===== src/hdl/qrs_pkg.sv =====
`timescale 1ns / 1ps

package qrs_pkg;

  // Field and datapath widths.
  localparam int COEF_W   = 32;             // coefficient width (Q16.16 by default)
  localparam int DISC_W   = 66;             // discriminant magnitude width
  localparam int ROOT_W   = 33;             // integer square root width
  localparam int SQREM_W  = 67;             // square root remainder width
  localparam int NUM_W    = 35;             // signed numerator width
  localparam int DIVR_W   = 33;             // divisor width (2 * |a|)
  localparam int LIM_W    = 16;             // coefficient zero limit width
  localparam int DLIM_W   = 32;             // discriminant limit width
  localparam int STAT_W   = 3;
  localparam int SQ_CELLS = ROOT_W;         // one cell per root bit

  // Register map (index taken from paddr[2]).
  localparam logic REG_COEF_LIM = 1'b0;
  localparam logic REG_DISC_LIM = 1'b1;

  localparam logic [LIM_W-1:0]  COEF_LIM_RST = 16'd1;
  localparam logic [DLIM_W-1:0] DISC_LIM_RST = 32'd429;

  typedef enum logic [STAT_W-1:0] {
    ST_INFINITE  = 3'd0,
    ST_NOT_QUAD  = 3'd1,
    ST_NO_ROOTS  = 3'd2,
    ST_ONE_ROOT  = 3'd3,
    ST_TWO_ROOTS = 3'd4
  } qrs_status_e;

  // Side data carried along the square root chain.
  typedef struct packed {
    qrs_status_e              status;
    logic                     a_neg;
    logic [COEF_W-1:0]        mag_a;
    logic signed [COEF_W-1:0] coef_b;
  } qrs_sside_t;

  // Side data carried along the divider chain.
  typedef struct packed {
    qrs_status_e status;
    logic        neg_p;
    logic        neg_m;
  } qrs_dside_t;

endpackage


===== src/hdl/qrs_sqrt_cell.sv =====
`timescale 1ns / 1ps

// One bit of the integer square root: tries to set root bit BIT.
module qrs_sqrt_cell import qrs_pkg::*; #(
  parameter int BIT = 0
) (
  input  logic               clk_i,
  input  logic               rst_ni,
  input  logic               en_i,
  input  logic               vld_i,
  input  logic [SQREM_W-1:0] rem_i,
  input  logic [ROOT_W-1:0]  root_i,
  input  qrs_sside_t         side_i,
  output logic               vld_o,
  output logic [SQREM_W-1:0] rem_o,
  output logic [ROOT_W-1:0]  root_o,
  output qrs_sside_t         side_o
);

  logic [SQREM_W-1:0] trial;
  logic               fits;
  logic [SQREM_W-1:0] rem_d, rem_q;
  logic [ROOT_W-1:0]  root_d, root_q;
  logic               vld_q;
  qrs_sside_t         side_q;

  // (r + 2^BIT)^2 - r^2 = r * 2^(BIT+1) + 2^(2*BIT).
  assign trial  = (SQREM_W'(root_i) << (BIT + 1)) | (SQREM_W'(1) << (2 * BIT));
  assign fits   = (rem_i >= trial);
  assign rem_d  = fits ? (rem_i - trial) : rem_i;
  assign root_d = fits ? (root_i | (ROOT_W'(1) << BIT)) : root_i;

  // Valid flag.
  always_ff @(posedge clk_i or negedge rst_ni) begin
    if (!rst_ni) begin
      vld_q <= 1'b0;
    end else if (en_i) begin
      vld_q <= vld_i;
    end
  end

  // Payload.
  always_ff @(posedge clk_i) begin
    if (en_i) begin
      rem_q  <= rem_d;
      root_q <= root_d;
      side_q <= side_i;
    end
  end

  assign vld_o  = vld_q;
  assign rem_o  = rem_q;
  assign root_o = root_q;
  assign side_o = side_q;

endmodule


===== config.mk =====
export PLATFORM = sky130hd
export DESIGN_NAME = qrs_sqrt_cell
export DESIGN_NICKNAME = d
export VERILOG_FILES = /design/src/hdl/qrs_pkg.sv /design/src/hdl/qrs_sqrt_cell.sv
export SDC_FILE = /design/constraint.sdc
export NUM_CORES = 1
export LEC_CHECK = 0
export ABC_AREA = 0
export BUFFER_PORTS_ARGS = -buffer_cell sky130_fd_sc_hd__buf_4
export CORE_AREA = 2 2 133 135
export DETAILED_ROUTE_END_ITERATION = 12
export DIE_AREA = 0 0 135 137
export GPL_TIMING_DRIVEN = 0
export PLACE_DENSITY = 0.81
export SLEW_MARGIN = 30
export SYNTH_ARGS = -nofsm -noshare
export SYNTH_HDL_FRONTEND = slang
export SYNTH_SLANG_ARGS = --single-unit
export TNS_END_PERCENT = 1

===== constraint.sdc =====
create_clock -name clk_i -period 2 [get_ports clk_i]
set_input_delay 0.2 -clock clk_i [delete_from_list [all_inputs] [get_ports clk_i]]
set_output_delay 0.2 -clock clk_i [all_outputs]
set_load 0.02 [all_outputs]

# == After elaboration in Yosys (flattened, before gate mapping) ==
# Index checks and enable logic that the tools add are counted.
# Widths: inputs -> output; s select.
# word_totals
ram_bits,0
word_cells,11
romBits,0
output_inout_bits,169
latchBits,0
inputBits,172
register_bits,169
mem_count,0
# op_classes
n_bitwise,0
eq_ne,0
div,0
mul,0
n_mux,1
n_lt_le_gt_ge,1
reduce_logical,0
n_shift,0
n_addsub,1
# ops
operator,n
$ge 67x34->1,1
$mux 67,1
$sub 67x34->67,1

# == Longest topological paths before layout ==
# logic_depth
ltp_word,2
depth_mapped,14

# == Worst setup path after synthesis ==
# Ideal clock, no wire load.
# synth_timing
path_kind,input-to-reg
from,in root_i[21]
to,"reg rem_q[47], in the netlist rem_o[47], data pin"
path_buffers,0
setup_time_ps,258
t_arrival_ps,2496
t_required_ps,1742
path_stages,11
slack_ps,-754
path_cell_list,inv_1 -> ha_1 -> a21oi_1 -> inv_1 -> a221o_1 -> a221oi_1 -> o31ai_1 -> a21o_1 -> a2111oi_4 -> and4_1 -> xor2_1
# synth_via
elab_chain_len,2
word_cells_on_any_way,3
cone_classes,add/sub: 1; order compare: 1; mux: 1
# synth_rtl
item,line_no,source
from (decl),qrs_sqrt_cell.sv:12,"input logic [ROOT_W-1:0] root_i,"
$sub 67x34->67 / $ge 67x34->1 (equally long branches),"qrs_sqrt_cell.sv:30, qrs_sqrt_cell.sv:29",
$mux 67 (*),qrs_sqrt_cell.sv:30,assign rem_d = fits ? (rem_i - trial) : rem_i;
net rem_d[47],qrs_sqrt_cell.sv:22,"logic [SQREM_W-1:0] rem_d, rem_q;"
to (signal assigned),qrs_sqrt_cell.sv:45,rem_q <= rem_d;
to (decl),qrs_sqrt_cell.sv:22,
# The timed path passes the listed nets; every way through them passes the cells marked *.
# A chain may end at the register's enable or synchronous reset.

# == Worst setup path after layout ==
# layout_timing
from,in root_i[5]
to,"reg rem_q[51], in the netlist rem_o[51], data pin"
# The elaborated chain is that of the path after synthesis.

==> results by group <==
Synthesis
  • Post-synth EDFFs: 168
  • Top cells by area, synth: edfxtp_1 (61%), ha_1 (5.2%), xnor2_1 (3.8%)
  • Post-synthesis sequential area ratio: a little over 60%
  • Synth Flop Type: edfxtp_1
  • Post-Syn Area: roughly 0.0083 mm²
  • Yosys top cell area share: 61.1%
  • Synth Instances: about 680
  • Synth Area per Inst: ~12 µm²
  • Leading area contributor after synthesis: edfxtp_1
  • Yosys warns: 0
  • Post-Syn Nets: around 880
  • Async SR Flop Fraction: less than 1%
  • Unique masters post-synth: 56
  • Seq cells post-synth: approximately 170

Placement
  • Dpl ws: -1.14 ns
  • Post-DP HPWL: between 15 and 20 mm
  • RD Place Congestion: approximately 0.85
  • DP Area: 0.0114 mm²
  • IO buf count: approximately 340

Worst setup path
  • CP Data Arrival Time: between 2 and 3 ns
  • FF-to-FF Start: vld_o
  • Crit-path max FO: 7
  • Crit Path Category: in2reg
  • Crit-path cells: buf_4, inv_1, ha_2, a21oi_1, o21ai_1, a32oi_2, a2bb2oi_2, buf_4, a21oi_4, o21ai_1, or3_1, buf_6, nor3_2, xor2_1
  • Slowest stage cell on the critical path: a32oi_2
  • Critical Path Source: root_i[5]
  • Setup crit end kind: flip-flop
  • CP max stage delay: about 0.34 ns
  • Worst R2R Setup Slack: 1.25 ns
  • Worst Path Required: around 2.3 ns
  • Crit start category: input port

Timing
  • Max frequency: slightly below 0.4 GHz
  • Tmin final: around 2.6 ns
  • Skew final: 0 ns
  • Relative slew slack: 37.6%
  • Final setup margin: -0.552 ns
  • Final Hold Vio Count: 0
  • Fin crit share: 128%
  • Final setup fails: a little under 70
  • Fin. max-slew vios: 0
  • Unrepaired setup endpoints after global routing: yes
  • Worst slew pin tran: about 0.93 ns

Final layout
  • Fin area: between 0.01 and 0.015 mm²
  • Final net count: 1364
  • Layout area overhead: 65.7%
  • Share of layout cells above drive strength 1: between 40 and 50%
  • Layout filler cell count: between 900 and 1000

Worst hold path
  • Worst min path class: in2reg
  • Hold Crit Start: rem_i[20]

Drt
  • Routed WL: ~31 mm
  • Met2 routed WL: between 15 and 20 mm
  • Vias per cell: ~5.5
  • TritonRoute pass-1 iters: 5
  • DRC errors left: 0
  • Metal1 wirelength: roughly 11 mm
  • Mean routed wirelength per cell: about 22 µm
  • WL met3: about 2.6 mm
  • Via count: around 7600
  • Final antenna-violating net count: 0
  • 1st-iter DRT viols: around 670
  • Max layer used: met4

Global route
  • First-pass GRT wire length: between 40 and 50 mm
  • GRT Residual Overflow: 0
  • Initial antenna violation count: 1
  • Largest net degree at the start of global routing: ~60
  • Vias in the first global route: between 7000 and 8000
  • All-layer global routing usage: a little under a third

Clocking
  • Root Driver: clkbuf_16
  • Cts bufs inserted: 17
  • CTS tree: built
  • CTS Sinks: between 150 and 200
  • H-tree depth: 4
  • Clock transition at path regs: about 0.07 ns
  • Worst-Skew Late Latency: around 0.43 ns
  • Worst-case clock buffer depth: 2

Outcome
  • Outcome: complete, but fails checks
  • Failing checks: setup timing

Floorplan
  • FP Rows: 48
  • Chip height: roughly 140 µm
  • Top Ports: 341
  • Die Width: roughly 140 µm
  • Starting Density: about half
  • Core area: between 0.015 and 0.02 mm²
  • Die area: approximately 0.018 mm²

Power
  • Leakage: roughly 0.0056 µW
  • PwrDens: 764 mW/mm²
  • Max VDD drop: 0.621 mV

Job
  • Max-cap viol count: 0
[routing by layer]
metal / global-route usage (%) / vias up
li1: - / 3471
met1: 36.6 / 3667
met2: 55.7 / 411
met3: 7.67 / 83
met4: 16.2 / 0
met5: 0 / -
[critical path, delay by kind of cell]
kind | cells | cell delay, ns
buf+inv | 4 | 0.52
simple gates | 2 | 0.48
compound gates | 6 | 1.09
xor+xnor | 1 | 0.22
fa+ha+maj | 1 | 0.31
[final cells by class]
type | instances | area (µm²) | share of cell area, %
Clock buffer | 17 | 425 | 3.11
Clock inverter | 15 | 149 | 1.09
Buffer | 21 | 234 | 1.71
Multi-Input combinational cell | 444 | 3550 | 26.0
Tap cell | 225 | 282 | 2.06
Timing Repair Buffer | 462 | 3800 | 27.8
Sequential cell | 169 | 5070 | 37.1
Antenna cell | 1 | 2.50 | 0.0183
Inverter | 42 | 163 | 1.19
[logic make-up after synthesis]
kind of cell	after synthesis	share of synthesized area, %
AOI/OAI and AO/OA	152	11.5
xor gates and xnor gates	62	6.58
adders and majority gates	35	5.40
buffers and inverters	64	3.17
DFF	169	61.4
muxes	2	0.273
and+or+nand+nor	193	11.6
[cells in the final DEF, fill, tap and decap left out, drive strengths merged, types with 3 or more instances in the layout]
cell type	Yosys	final
o31ai	5	5
o21bai	3	3
nand2	72	72
nor4	11	11
and3	3	3
dlygate4sd3	0	102
a31oi	4	4
clkbuf	10	27
nand4b	3	3
inv	42	51
a21o	21	21
and4	3	3
xnor2	36	36
xor2	26	26
o21a	4	4
edfxtp	168	168
buf	12	371
o21ai	56	56
nor3	16	16
nand3	22	22
or3	5	5
clkinv	0	4
ha	34	34
nor2	38	38
a21oi	40	40
nand4	9	9
[power breakdown]
part | total (µW) | leakage [µW] | internal [µW] | switching, µW
clock | 3250 | 0.000280 | 1660 | 1580
sequential | 4430 | 0.00166 | 4310 | 120
combinational | 2770 | 0.00371 | 1290 | 1490
[synth_stat cells, types with 5 or more instances]
master / count
a21o_1: 21
nor4_1: 10
nor2_1: 37
inv_1: 42
or3_1: 5
clkbuf_1: 10
edfxtp_1: 168
xor2_1: 26
nor3_1: 10
xnor2_1: 36
nand4_1: 9
a21oi_1: 40
ha_1: 34
buf_2: 11
o31ai_1: 5
nand3_1: 22
nand2_1: 72
nor3_2: 5
o21ai_0: 53
[registers in the layout, summed over array words and instances, names as in the netlist]
name / count
root_o: 33
rem_o: 67
side_o: 68
vld_o: 1
[metrics by stage]
step | std cells | util [%] | total power (µW) | setup TNS, ns | hold WS [ns]
2_1_floorplan | 677 | - | 5670 | -30.03 | -0.0956
3_3_place_gp | 1241 | 66.5 | 6750 | -99.78 | -0.0247
3_5_place_dp | 1243 | 66.9 | 6810 | -66.89 | -0.0219
4_1_cts | 1389 | 78.4 | 10300 | -24.15 | 0.0471
5_1_grt | 1396 | 80.2 | 10800 | -30.96 | 0.0596
6_report | 1396 | 80.2 | 10400 | -27.55 | 0.0682
[path summary, 6_finish.rpt]
kind / cells after the start / endpoint
setup / recovery: 14 / rem_o[51]
hold / removal: 3 / rem_o[20]
setup reg to reg: 1 / vld_o
hold reg to reg: 1 / vld_o
max in group asynchronous: 2 / vld_o
min in group asynchronous: 2 / vld_o
[repair_timing]
action | in CTS | in global routing
resized for setup | 69 | 79
endpoints found under the setup margin | 68 | 68
hold buffers | 102 | 0
hold endpoints to repair | 102 | 0
pin swaps | 19 | 25
setup buffers | 12 | 7
Power figures use the tool's default switching activity.
